**src/assert_macros.svh**
```systemverilog
// Assertion helpers for the RTL, included by tvbp_back.
// TVBP_ASSERT checks a property on every rising clock edge outside reset.
// TVBP_NEVER checks that an expression is never true outside reset.
`ifndef ASSERT_MACROS_SVH
`define ASSERT_MACROS_SVH

`ifndef SYNTH
`define TVBP_ASSERT(label, clk, rstn, prop, msg) \
    label: assert property (@(posedge clk) disable iff (!rstn) prop) else $error(msg);
`define TVBP_NEVER(label, clk, rstn, expr, msg) \
    label: assert property (@(posedge clk) disable iff (!rstn) !(expr)) else $error(msg);
`else
`define TVBP_ASSERT(label, clk, rstn, prop, msg)
`define TVBP_NEVER(label, clk, rstn, expr, msg)
`endif

`endif

```
**src/tvbp_pkg.sv**
```systemverilog
`default_nettype none

package tvbp_pkg;

    // Frame layout
    localparam int DATASET_BYTES = 8;
    localparam int MAX_DATASETS  = 32;
    localparam int HEADER_BYTES  = 4;

    localparam int DS_BITS   = DATASET_BYTES * 8;
    // Bit window of the packer: leftover bits plus one validity bit and a dataset
    localparam int WORK_W    = DS_BITS + 8;
    localparam int REM_W     = $clog2(WORK_W + 1);
    localparam int FILL_W    = $clog2(DATASET_BYTES);
    localparam int DCNT_W    = $clog2(MAX_DATASETS + 2);
    localparam int HCNT_W    = $clog2(HEADER_BYTES + 1);
    localparam int BCNT_W    = 9;
    localparam int MAX_BYTES = HEADER_BYTES + (MAX_DATASETS * (DS_BITS + 1) + 7) / 8;

    // Job queue between front and back
    localparam int QUEUE_DEPTH = 2;
    localparam int QPTR_W      = $clog2(QUEUE_DEPTH);
    localparam int QCNT_W      = $clog2(QUEUE_DEPTH + 1);

    // Configuration registers
    localparam int CFG_IDX_W = 3;

    typedef enum logic [CFG_IDX_W-1:0] {
        REG_VOLTAGE_LOW     = 0,
        REG_VOLTAGE_HIGH    = 1,
        REG_BATT_CURRENT    = 2,
        REG_BUS_CURRENT_MAX = 3,
        REG_TEMP_MIN        = 4
    } cfg_reg_t;

    localparam logic [7:0] VOLTAGE_LOW_RST  = 8'd129;
    localparam logic [7:0] VOLTAGE_HIGH_RST = 8'd197;
    localparam logic [7:0] BATT_CURRENT_RST = 8'd64;
    localparam logic [7:0] BUS_CURRENT_RST  = 8'd115;
    localparam logic [7:0] TEMP_MIN_RST     = 8'd79;

    // What the back end has to do for one input beat
    typedef enum logic [1:0] {
        JOB_PASS = 2'd0,   // timestamp byte, sent as is
        JOB_DATA = 2'd1,   // complete dataset, validity bit then all bits
        JOB_SKIP = 2'd2    // nothing to send; carries a frame end only
    } job_kind_t;

    typedef struct packed {
        job_kind_t          kind;
        logic [DS_BITS-1:0] data;       // byte 0 in the top bits; PASS uses [7:0]
        logic               valid_bit;
        logic               last;       // frame closes after this job
        logic               err;        // frame error flag, meaningful with last
    } job_t;

endpackage

`default_nettype wire

```
**src/tvbp_queue.sv**
```systemverilog
`default_nettype none

module tvbp_queue (
    input  wire logic          aclk,
    input  wire logic          aresetn,
    input  wire logic          push,
    input  wire tvbp_pkg::job_t push_job,
    output logic               full,
    input  wire logic          pop,
    output logic               empty,
    output tvbp_pkg::job_t     head
);

    tvbp_pkg::job_t                    mem_reg [tvbp_pkg::QUEUE_DEPTH];
    logic [tvbp_pkg::QPTR_W-1:0]       wr_ptr_reg, wr_ptr_next;
    logic [tvbp_pkg::QPTR_W-1:0]       rd_ptr_reg, rd_ptr_next;
    logic [tvbp_pkg::QCNT_W-1:0]       cnt_reg, cnt_next;

    localparam logic [tvbp_pkg::QPTR_W-1:0] PTR_LAST = tvbp_pkg::QPTR_W'(tvbp_pkg::QUEUE_DEPTH - 1);
    localparam logic [tvbp_pkg::QCNT_W-1:0] CNT_FULL = tvbp_pkg::QCNT_W'(tvbp_pkg::QUEUE_DEPTH);

    assign full  = (cnt_reg == CNT_FULL);
    assign empty = (cnt_reg == '0);
    assign head  = mem_reg[rd_ptr_reg];

    // Pointer and level update
    always_comb begin
        wr_ptr_next = wr_ptr_reg;
        rd_ptr_next = rd_ptr_reg;
        cnt_next    = cnt_reg;
        if (push) begin
            wr_ptr_next = (wr_ptr_reg == PTR_LAST) ? '0 : wr_ptr_reg + 1'b1;
        end
        if (pop) begin
            rd_ptr_next = (rd_ptr_reg == PTR_LAST) ? '0 : rd_ptr_reg + 1'b1;
        end
        if (push && !pop) begin
            cnt_next = cnt_reg + 1'b1;
        end else if (pop && !push) begin
            cnt_next = cnt_reg - 1'b1;
        end
    end

    always_ff @(posedge aclk) begin
        if (!aresetn) begin
            wr_ptr_reg <= '0;
            rd_ptr_reg <= '0;
            cnt_reg    <= '0;
        end else begin
            wr_ptr_reg <= wr_ptr_next;
            rd_ptr_reg <= rd_ptr_next;
            cnt_reg    <= cnt_next;
        end
    end

    // Storage
    always_ff @(posedge aclk) begin
        if (push) begin
            mem_reg[wr_ptr_reg] <= push_job;
        end
    end

endmodule

`default_nettype wire

```
**src/tvbp_front.sv**
```systemverilog
`default_nettype none

module tvbp_front (
    input  wire logic                              aclk,
    input  wire logic                              aresetn,
    // input stream
    input  wire logic                              s_tvalid,
    output logic                                   s_tready,
    input  wire logic [7:0]                        s_tdata,
    input  wire logic                              s_tlast,
    // configuration writes
    input  wire logic                              cfg_valid,
    output logic                                   cfg_ready,
    input  wire logic [tvbp_pkg::CFG_IDX_W-1:0]    cfg_index,
    input  wire logic [7:0]                        cfg_data,
    // job queue
    output logic                                   job_push,
    output tvbp_pkg::job_t                         job,
    input  wire logic                              q_full
);

    localparam logic [tvbp_pkg::HCNT_W-1:0] HDR_LEN  = tvbp_pkg::HCNT_W'(tvbp_pkg::HEADER_BYTES);
    localparam logic [tvbp_pkg::FILL_W-1:0] FILL_END = tvbp_pkg::FILL_W'(tvbp_pkg::DATASET_BYTES - 1);
    localparam logic [tvbp_pkg::DCNT_W-1:0] MAX_CNT  = tvbp_pkg::DCNT_W'(tvbp_pkg::MAX_DATASETS);

    logic [7:0] vlow_reg, vhigh_reg, bmin_reg, busmax_reg, tmin_reg;

    logic [tvbp_pkg::HCNT_W-1:0]  hdr_cnt_reg, hdr_cnt_next;
    logic [tvbp_pkg::FILL_W-1:0]  fill_reg, fill_next;
    logic [tvbp_pkg::DCNT_W-1:0]  dcnt_reg, dcnt_next;
    logic [7:0]                   buf_reg [tvbp_pkg::DATASET_BYTES];

    logic                         beat;
    logic                         in_hdr;
    logic                         ds_done;
    logic [tvbp_pkg::DCNT_W-1:0]  dcnt_new;
    logic                         emit_ds;
    logic [7:0]                   ds_byte [tvbp_pkg::DATASET_BYTES];
    logic [tvbp_pkg::DS_BITS-1:0] ds_vec;
    logic                         ds_valid;

    assign cfg_ready = 1'b1;
    assign s_tready  = !q_full;
    assign beat      = s_tvalid && s_tready;

    // Threshold registers; unknown indexes are dropped
    always_ff @(posedge aclk) begin
        if (!aresetn) begin
            vlow_reg   <= tvbp_pkg::VOLTAGE_LOW_RST;
            vhigh_reg  <= tvbp_pkg::VOLTAGE_HIGH_RST;
            bmin_reg   <= tvbp_pkg::BATT_CURRENT_RST;
            busmax_reg <= tvbp_pkg::BUS_CURRENT_RST;
            tmin_reg   <= tvbp_pkg::TEMP_MIN_RST;
        end else if (cfg_valid) begin
            case (cfg_index)
                tvbp_pkg::REG_VOLTAGE_LOW:     vlow_reg   <= cfg_data;
                tvbp_pkg::REG_VOLTAGE_HIGH:    vhigh_reg  <= cfg_data;
                tvbp_pkg::REG_BATT_CURRENT:    bmin_reg   <= cfg_data;
                tvbp_pkg::REG_BUS_CURRENT_MAX: busmax_reg <= cfg_data;
                tvbp_pkg::REG_TEMP_MIN:        tmin_reg   <= cfg_data;
                default: ;
            endcase
        end
    end

    // Classify the beat
    assign in_hdr   = (hdr_cnt_reg < HDR_LEN);
    assign ds_done  = !in_hdr && (fill_reg == FILL_END);
    assign dcnt_new = dcnt_reg + tvbp_pkg::DCNT_W'(ds_done && (dcnt_reg <= MAX_CNT));
    assign emit_ds  = ds_done && (dcnt_new <= MAX_CNT);

    // Complete dataset: the current beat supplies the final byte
    always_comb begin
        ds_vec = '0;
        for (int i = 0; i < tvbp_pkg::DATASET_BYTES; i++) begin
            ds_byte[i] = (i == tvbp_pkg::DATASET_BYTES - 1) ? s_tdata : buf_reg[i];
            ds_vec[tvbp_pkg::DS_BITS-1-8*i -: 8] = ds_byte[i];
        end
    end

    // Eight range checks over dataset bytes 0 to 6
    assign ds_valid = (ds_byte[0] > vlow_reg) && (ds_byte[0] < vhigh_reg)
                   && (ds_byte[1] > bmin_reg)
                   && (ds_byte[2] < busmax_reg) && (ds_byte[3] < busmax_reg)
                   && (ds_byte[4] > tmin_reg) && (ds_byte[5] > tmin_reg)
                   && (ds_byte[6] > tmin_reg);

    // Job for the back end
    always_comb begin
        job.valid_bit = ds_valid;
        job.last      = s_tlast;
        job.err       = (dcnt_new == '0) || (dcnt_new > MAX_CNT);
        if (in_hdr) begin
            job.kind = tvbp_pkg::JOB_PASS;
            job.data = tvbp_pkg::DS_BITS'(s_tdata);
        end else if (emit_ds) begin
            job.kind = tvbp_pkg::JOB_DATA;
            job.data = ds_vec;
        end else begin
            job.kind = tvbp_pkg::JOB_SKIP;
            job.data = ds_vec;
        end
    end

    assign job_push = beat && (in_hdr || emit_ds || s_tlast);

    // Frame position counters
    always_comb begin
        hdr_cnt_next = hdr_cnt_reg;
        fill_next    = fill_reg;
        dcnt_next    = dcnt_reg;
        if (beat) begin
            if (s_tlast) begin
                hdr_cnt_next = '0;
                fill_next    = '0;
                dcnt_next    = '0;
            end else if (in_hdr) begin
                hdr_cnt_next = hdr_cnt_reg + 1'b1;
            end else begin
                fill_next = ds_done ? '0 : fill_reg + 1'b1;
                dcnt_next = dcnt_new;
            end
        end
    end

    always_ff @(posedge aclk) begin
        if (!aresetn) begin
            hdr_cnt_reg <= '0;
            fill_reg    <= '0;
            dcnt_reg    <= '0;
        end else begin
            hdr_cnt_reg <= hdr_cnt_next;
            fill_reg    <= fill_next;
            dcnt_reg    <= dcnt_next;
        end
    end

    // Dataset buffer
    always_ff @(posedge aclk) begin
        if (beat && !in_hdr) begin
            buf_reg[fill_reg] <= s_tdata;
        end
    end

endmodule

`default_nettype wire

```
**src/tvbp_back.sv**
```systemverilog
`default_nettype none

`include "assert_macros.svh"

module tvbp_back (
    input  wire logic            aclk,
    input  wire logic            aresetn,
    // job queue
    input  wire logic            q_empty,
    input  wire tvbp_pkg::job_t  head,
    output logic                 q_pop,
    // result stream
    output logic                 m_tvalid,
    input  wire logic            m_tready,
    output logic [23:0]          m_tdata,
    output logic                 m_tuser,
    output logic                 m_tlast
);

    typedef enum logic [3:0] {
        S_IDLE  = 4'b0001,
        S_EMIT  = 4'b0010,
        S_PAD   = 4'b0100,
        S_CLOSE = 4'b1000
    } state_t;

    localparam logic [tvbp_pkg::REM_W-1:0]  REM_BYTE = tvbp_pkg::REM_W'(8);
    localparam logic [tvbp_pkg::REM_W-1:0]  REM_JOB  = tvbp_pkg::REM_W'(tvbp_pkg::DS_BITS + 1);
    localparam logic [tvbp_pkg::BCNT_W-1:0] CNT_MAX  = tvbp_pkg::BCNT_W'(tvbp_pkg::MAX_BYTES);

    state_t                          state_reg, state_next;
    logic [tvbp_pkg::WORK_W-1:0]     work_reg, work_next;
    logic [tvbp_pkg::REM_W-1:0]      rem_reg, rem_next;
    logic [tvbp_pkg::REM_W-1:0]      rem_dec;
    logic [7:0]                      acc_reg, acc_next;     // left aligned
    logic [2:0]                      fill_reg, fill_next;
    logic [tvbp_pkg::BCNT_W-1:0]     cnt_reg, cnt_next;
    logic                            err_reg, err_next;
    logic                            last_reg, last_next;

    logic                            m_valid_reg, m_valid_next;
    logic [7:0]                      obyte_reg;
    logic                            ohas_reg, olast_reg, oerr_reg;
    logic [tvbp_pkg::BCNT_W-1:0]     ocnt_reg;

    logic                            out_free;
    logic                            load_out;
    logic [7:0]                      ld_byte;
    logic                            ld_has, ld_last, ld_err;
    logic [tvbp_pkg::BCNT_W-1:0]     ld_cnt;

    assign out_free = !m_valid_reg || m_tready;
    assign rem_dec  = rem_reg - REM_BYTE;

    // Sequencer: pops jobs and feeds the output register one beat at a time
    always_comb begin
        state_next = state_reg;
        work_next  = work_reg;
        rem_next   = rem_reg;
        acc_next   = acc_reg;
        fill_next  = fill_reg;
        cnt_next   = cnt_reg;
        err_next   = err_reg;
        last_next  = last_reg;
        q_pop      = 1'b0;
        load_out   = 1'b0;
        ld_byte    = '0;
        ld_has     = 1'b1;
        ld_last    = 1'b0;
        ld_err     = 1'b0;
        ld_cnt     = '0;

        case (state_reg)
            S_IDLE: begin
                if (!q_empty) begin
                    case (head.kind)
                        tvbp_pkg::JOB_PASS: begin
                            if (out_free) begin
                                q_pop     = 1'b1;
                                load_out  = 1'b1;
                                ld_byte   = head.data[7:0];
                                cnt_next  = cnt_reg + 1'b1;
                                err_next  = head.err;
                                last_next = head.last;
                                if (head.last) begin
                                    state_next = S_PAD;
                                end
                            end
                        end
                        tvbp_pkg::JOB_DATA: begin
                            // merge leftover bits with validity bit and dataset
                            q_pop      = 1'b1;
                            work_next  = {acc_reg, {tvbp_pkg::DS_BITS{1'b0}}}
                                       | ({head.valid_bit, head.data, 7'b0} >> fill_reg);
                            rem_next   = tvbp_pkg::REM_W'(fill_reg) + REM_JOB;
                            err_next   = head.err;
                            last_next  = head.last;
                            state_next = S_EMIT;
                        end
                        tvbp_pkg::JOB_SKIP: begin
                            q_pop     = 1'b1;
                            err_next  = head.err;
                            last_next = head.last;
                            if (head.last) begin
                                state_next = S_PAD;
                            end
                        end
                        default: begin
                            q_pop = 1'b1;
                        end
                    endcase
                end
            end
            S_EMIT: begin
                if (out_free) begin
                    load_out  = 1'b1;
                    ld_byte   = work_reg[tvbp_pkg::WORK_W-1 -: 8];
                    cnt_next  = cnt_reg + 1'b1;
                    work_next = work_reg << 8;
                    rem_next  = rem_dec;
                    if (rem_dec < REM_BYTE) begin
                        acc_next   = work_reg[tvbp_pkg::WORK_W-9 -: 8];
                        fill_next  = rem_dec[2:0];
                        state_next = last_reg ? S_PAD : S_IDLE;
                    end
                end
            end
            S_PAD: begin
                if (fill_reg == '0) begin
                    state_next = S_CLOSE;
                end else if (out_free) begin
                    load_out   = 1'b1;
                    ld_byte    = acc_reg;
                    cnt_next   = cnt_reg + 1'b1;
                    acc_next   = '0;
                    fill_next  = '0;
                    state_next = S_CLOSE;
                end
            end
            S_CLOSE: begin
                if (out_free) begin
                    load_out   = 1'b1;
                    ld_has     = 1'b0;
                    ld_last    = 1'b1;
                    ld_err     = err_reg;
                    ld_cnt     = cnt_reg;
                    cnt_next   = '0;
                    acc_next   = '0;
                    fill_next  = '0;
                    state_next = S_IDLE;
                end
            end
            default: begin
                state_next = S_IDLE;
            end
        endcase
    end

    assign m_valid_next = load_out || (m_valid_reg && !m_tready);

    always_ff @(posedge aclk) begin
        if (!aresetn) begin
            state_reg   <= S_IDLE;
            rem_reg     <= '0;
            acc_reg     <= '0;
            fill_reg    <= '0;
            cnt_reg     <= '0;
            err_reg     <= 1'b0;
            last_reg    <= 1'b0;
            m_valid_reg <= 1'b0;
        end else begin
            state_reg   <= state_next;
            rem_reg     <= rem_next;
            acc_reg     <= acc_next;
            fill_reg    <= fill_next;
            cnt_reg     <= cnt_next;
            err_reg     <= err_next;
            last_reg    <= last_next;
            m_valid_reg <= m_valid_next;
        end
    end

    // Bit window and output payload
    always_ff @(posedge aclk) begin
        work_reg <= work_next;
        if (load_out) begin
            obyte_reg <= ld_byte;
            ohas_reg  <= ld_has;
            olast_reg <= ld_last;
            oerr_reg  <= ld_err;
            ocnt_reg  <= ld_cnt;
        end
    end

    assign m_tvalid = m_valid_reg;
    assign m_tdata  = {6'b0, ocnt_reg, oerr_reg, obyte_reg};
    assign m_tuser  = ohas_reg;
    assign m_tlast  = olast_reg;

    `TVBP_ASSERT(a_emit_has_byte, aclk, aresetn, (state_reg == S_EMIT) |-> (rem_reg >= REM_BYTE), "emit state without a full byte")
    `TVBP_ASSERT(a_acc_clean, aclk, aresetn, (fill_reg == '0) |-> (acc_reg == '0), "stale bits in empty accumulator")
    `TVBP_ASSERT(a_pop_idle, aclk, aresetn, q_pop |-> (state_reg == S_IDLE && !q_empty), "job taken outside idle")
    `TVBP_ASSERT(a_close_clears, aclk, aresetn, (state_reg == S_CLOSE && out_free) |=> (cnt_reg == '0 && state_reg == S_IDLE), "frame state kept after close")
    `TVBP_NEVER(a_cnt_range, aclk, aresetn, cnt_reg > CNT_MAX, "byte count beyond frame maximum")

endmodule

`default_nettype wire

```
**src/telemetry_validity_bit_packer.sv**
```systemverilog
// Channel   Direction  Ports                       Payload
// s_        in         s_tvalid/s_tready           tdata[7:0] in_byte, tlast frame_end
// m_        out        m_tvalid/m_tready           tdata out_byte/frame_error/byte_count,
//                                                  tuser has_byte, tlast is_last
// cfg_      in         cfg_valid/cfg_ready         cfg_index register, cfg_data value
//
// Input bytes are taken one per cycle while the two-entry job queue has room.
// A timestamp byte is on the output in the cycle after it is popped; a complete
// dataset is popped and then drains as 8 or 9 output beats, one per cycle while
// the receiver is ready (m_tready high).
// A frame end adds a padding beat (when bits are left) and the closing beat.
// Reset is synchronous on aresetn; no clearing pass is needed afterwards.
// Output back-pressure stalls only the back end until the queue fills.
`default_nettype none

module telemetry_validity_bit_packer (
    input  wire logic                              aclk,
    input  wire logic                              aresetn,
    // input stream
    input  wire logic                              s_tvalid,
    output logic                                   s_tready,
    input  wire logic [7:0]                        s_tdata,   // [7:0] in_byte
    input  wire logic                              s_tlast,
    // result stream
    output logic                                   m_tvalid,
    input  wire logic                              m_tready,
    output logic [23:0]                            m_tdata,   // [7:0] out_byte, [8] frame_error,
                                                              // [17:9] byte_count, [23:18] zero
    output logic                                   m_tuser,   // [0] has_byte
    output logic                                   m_tlast,
    // configuration writes
    input  wire logic                              cfg_valid,
    output logic                                   cfg_ready,
    input  wire logic [tvbp_pkg::CFG_IDX_W-1:0]    cfg_index,
    input  wire logic [7:0]                        cfg_data
);

    tvbp_pkg::job_t push_job;
    tvbp_pkg::job_t head_job;
    logic           job_push;
    logic           q_full;
    logic           q_empty;
    logic           q_pop;

    // Byte intake, dataset buffer and range checks
    tvbp_front u_front (
        .aclk      (aclk),
        .aresetn   (aresetn),
        .s_tvalid  (s_tvalid),
        .s_tready  (s_tready),
        .s_tdata   (s_tdata),
        .s_tlast   (s_tlast),
        .cfg_valid (cfg_valid),
        .cfg_ready (cfg_ready),
        .cfg_index (cfg_index),
        .cfg_data  (cfg_data),
        .job_push  (job_push),
        .job       (push_job),
        .q_full    (q_full)
    );

    // Job queue
    tvbp_queue u_queue (
        .aclk     (aclk),
        .aresetn  (aresetn),
        .push     (job_push),
        .push_job (push_job),
        .full     (q_full),
        .pop      (q_pop),
        .empty    (q_empty),
        .head     (head_job)
    );

    // Bit packer and output register
    tvbp_back u_back (
        .aclk     (aclk),
        .aresetn  (aresetn),
        .q_empty  (q_empty),
        .head     (head_job),
        .q_pop    (q_pop),
        .m_tvalid (m_tvalid),
        .m_tready (m_tready),
        .m_tdata  (m_tdata),
        .m_tuser  (m_tuser),
        .m_tlast  (m_tlast)
    );

endmodule

`default_nettype wire

```
**config.mk**
```make
export PLATFORM = sky130hd
export DESIGN_NAME = telemetry_validity_bit_packer
export DESIGN_NICKNAME = d
export VERILOG_FILES = /design/src/tvbp_pkg.sv /design/src/tvbp_queue.sv /design/src/tvbp_front.sv /design/src/tvbp_back.sv /design/src/telemetry_validity_bit_packer.sv
export VERILOG_INCLUDE_DIRS = /design/src /design/src/src
export SDC_FILE = /design/constraint.sdc
export NUM_CORES = 1
export LEC_CHECK = 0
export BUFFER_PORTS_ARGS = -buffer_cell sky130_fd_sc_hd__buf_2
export CAP_MARGIN = 0
export CELL_PAD_IN_SITES_DETAIL_PLACEMENT = 0
export CELL_PAD_IN_SITES_GLOBAL_PLACEMENT = 1
export CORE_MARGIN = 4
export CORE_UTILIZATION = 50
export DETAILED_ROUTE_END_ITERATION = 12
export GPL_TIMING_DRIVEN = 0
export PLACE_DENSITY_LB_ADDON = 0.1
export SLEW_MARGIN = 20
export SYNTH_ARGS = -nofsm -noshare
export SYNTH_HDL_FRONTEND = slang
export SYNTH_SLANG_ARGS = --single-unit
```
**constraint.sdc**
```tcl
create_clock -name aclk -period 8 [get_ports aclk]
set_input_delay 0.8 -clock aclk [delete_from_list [all_inputs] [get_ports aclk]]
set_output_delay 0.8 -clock aclk [all_outputs]
set_load 0.02 [all_outputs]
```
==> results.toml <==
[global_routing]
grt_max_degree = 63
grt_pass1_vias = 12200
grt_first_pass_wirelength_microns = 70700
grt_antenna_before_repair = 0
track_usage_pct = 22.5
overflow = 0

[clocking]
insertion_delay_ns = 0.56
cts.sinks = 377
cts_tree = "built"
cts_buffer_depth = 3
clkSlewWorstSetupHoldPaths_ns = 0.05
cts_buffers = 42
cts_resized = 0
post_cts_buffers = 0
cts_hold_buf = 0
htreeDepth = 2
clockRootBuffer = "clkbuf_16"

[placed_design]
place_area_sq_um = 19600
dp.cells = 2090
io_buffers = 46
dp_slack_ns = 3.99
dpl.hpwl_microns = 35300
globalplace.congestion = 0.893

[floorplanning]
io-pin-count = 54
dieArea_sq_um = 40400
core_sq_um = 36700
die_w_microns = 201
row_count = 70
die_h_microns = 201
initial_core_util_pct = 50.8

[logic_synthesis]
avgSynthCellArea_sq_um = 11.9
ys_ff_latch = 377
yosysUniqueCellTypes = 67
post_synth_inst_count = 1567
yosysWarningCount = 0
post-synth-top-area-fraction_pct = 46.1
synth-edff-count = 286
synth-seq-area-share_pct = 55.9
synth_area_leaders = "edfxtp_1 46%, mux4_2 11%, dfxtp_1 9.8%, ha_1 4.9%, nor2_1 4.4%"
async_flop_share_pct = 0
yosysTopAreaCell = "edfxtp_1"
synth_ff_type = "edfxtp_1"
syn_area_sq_um = 18600

[sta]
timing.setup.tns_ns = 0
worst_pin_slew_ns = 1.01
rsz0062_at_grt = "no"
drv_slew = 0
worst_slack_ns = 4.00
slew_headroom_pct = 32.0
fin_crit_sh_pct = 50.0
skew_ns = 0.0102
period_minus_slack_ns = 4.00
finalHoldViolations = 0
max_freq_ghz = 0.250
finalSetupViolCount = 0

[drt]
vias_per_cell = 5.80
avgRoutedWirePerCell_microns = 21.4
via_count = 12600
drt_pass1_iterations = 7
ant_nets = 0
drt_iter0_drc = 902
wirelength_microns = 46400
drc_errors = 0

[worst_setup_path]
critPathMaxStageDelay_ns = 0.63
cp_cell_sequence = "clkbuf_1 > nand2_1 > a21oi_1 > ha_1 > ha_1 > nand2_1 > o21ai_0 > a2bb2oi_1 > or3_1 > a31oi_1 > nor2b_4 > buf_12"
start_kind = "flop"
critPathKind = "flop to flop"
arrival_ns = 4.25
critPathCaptureType = "flop"
cp.required_ns = 8.25
slowest_stage = "nor2b_4"
crit_path_max_fanout = 26

[status]
status = "complete, no violations"

[pwr]
combPwrFrac_pct = 24.7
p_per_area_nw_per_um2 = 280
p_leak_uw = 0.00775
netSwitchingFraction_pct = 29.0
p_seq_share_pct = 42.4
clock_power_share_pct = 32.9
internal-power_uw = 4170
peakVddDrop_mv = 0.162
netSwitchingPower_uw = 1700
fin_total_pwr_uw = 5870

[cells_and_area]
final_layout_size_suffix_gt1_share_pct = 14.3
final_cell_area_sq_um = 21000
largest_reg_flops = 138
antennaDiodeCount = 0
nets = 1764
fin_cells = 2164
area_growth_pct = 12.4

[flow_run]
drv_cap = 0

[worst_hold_path]
hold_path_class = "flop to flop"
## synth_stat cells (10+ instances only)
cell type  instances
a211oi_1          12
a21oi_1           95
a22oi_1           10
and2_1            76
and3_1            11
buf_2             14
buf_4             10
clkbuf_1          64
dfxtp_1           91
edfxtp_1         286
ha_1              73
inv_1             54
mux2i_1           41
mux4_2            88
nand2_1          144
nand2b_1          21
nand3_1           42
nand4_1           15
nor2_1           219
nor2b_1           18
nor3_1            16
o211ai_1          18
o21ai_0           50
## power groups by stage
stage	Clock (uW)	Combinational, uW	Sequential, uW
floorplan	0	1010	2540
global placement	0	1400	2550
detailed placement	0	1450	2530
CTS	1980	1450	2490
global route	2070	1570	2510
finish	1930	1450	2490
## layout make-up
type / instances / area (sq um)
clock buffer: 51 / 1130
inverter: 56 / 213
clock inverter: 23 / 249
fill: 3137 / 15700
tap: 468 / 586
multi-input combinational: 1044 / 7640
buffer: 95 / 419
timing repair buffer: 50 / 318
sequential: 377 / 10400
## through the flow
| stage | util (%) | hold slack (ns) |
|---|---|---|
| finish | 57.1 | 0.459 |
| global route | 57.1 | 0.451 |
| CTS | 57.1 | 0.431 |
| detailed placement | 53.4 | 0.449 |
| global placement | 53.1 | 0.444 |
| floorplan | - | 0.432 |
## cells by family (layout without fill, tap and decap cells)
logic type,after synthesis,in the layout,synth area share [%]
buffers and inverters,151,275,3.38
AO/OA/AOI/OAI,232,232,7.55
flip-flops,377,377,55.9
multiplexers,134,134,13.1
adder cells (fa/ha/maj),73,73,4.90
AND/OR/NAND/NOR,591,591,14.8
XOR/XNOR,7,7,0.329
other,2,7,0.0403
## metal layers
metal,up-vias,routed length (microns),GRT usage (%)
met2,326,22000,36.9
met5,-,0,0
met1,6217,21100,32.0
met4,0,929,5.21
li1,5955,-,-
met3,58,2340,3.60
## cells in the final DEF, fill, tap and decap left out, drive strengths merged, types with 6 or more instances in the layout
| cell type | Yosys | routed |
|---|---|---|
| a211oi | 13 | 13 |
| a21oi | 95 | 95 |
| a22oi | 10 | 10 |
| a31oi | 8 | 8 |
| and2 | 76 | 76 |
| and3 | 11 | 11 |
| buf | 31 | 81 |
| clkbuf | 64 | 115 |
| clkinv | 0 | 13 |
| conb | 2 | 7 |
| dfxtp | 91 | 91 |
| edfxtp | 286 | 286 |
| ha | 73 | 73 |
| inv | 56 | 57 |
| mux2i | 41 | 41 |
| mux4 | 88 | 88 |
| nand2 | 144 | 144 |
| nand2b | 21 | 21 |
| nand3 | 42 | 42 |
| nand4 | 15 | 15 |
| nor2 | 220 | 220 |
| nor2b | 18 | 18 |
| nor3 | 16 | 16 |
| o211ai | 18 | 18 |
| o21a | 6 | 6 |
| o21ai | 51 | 51 |
| or3 | 8 | 8 |
## worst paths after layout
| path | startpoint | endpoint | slack (ns) | depth (start not counted) |
|---|---|---|---|---|
| max | u_front.hdr_cnt_reg[2] | u_queue.mem_reg[0][26] | 4.00 | 12 |
| min | u_front.busmax_reg[3] | u_front.busmax_reg[3] | 0.46 | 2 |
| max reg2reg | u_front.hdr_cnt_reg[2] | u_queue.mem_reg[0][26] | 4.00 | 12 |
| min reg2reg | u_front.busmax_reg[3] | u_front.busmax_reg[3] | 0.46 | 2 |
## worst max-delay path: cells and delay by family, from the launching register on
kind            cells  cell delay, ns
compound gates      4            0.89
fa+ha+maj           2            0.41
flops               1            0.32
simple gates        4            1.27
buf+inv             2            0.79
Power figures use the tool's default switching activity.
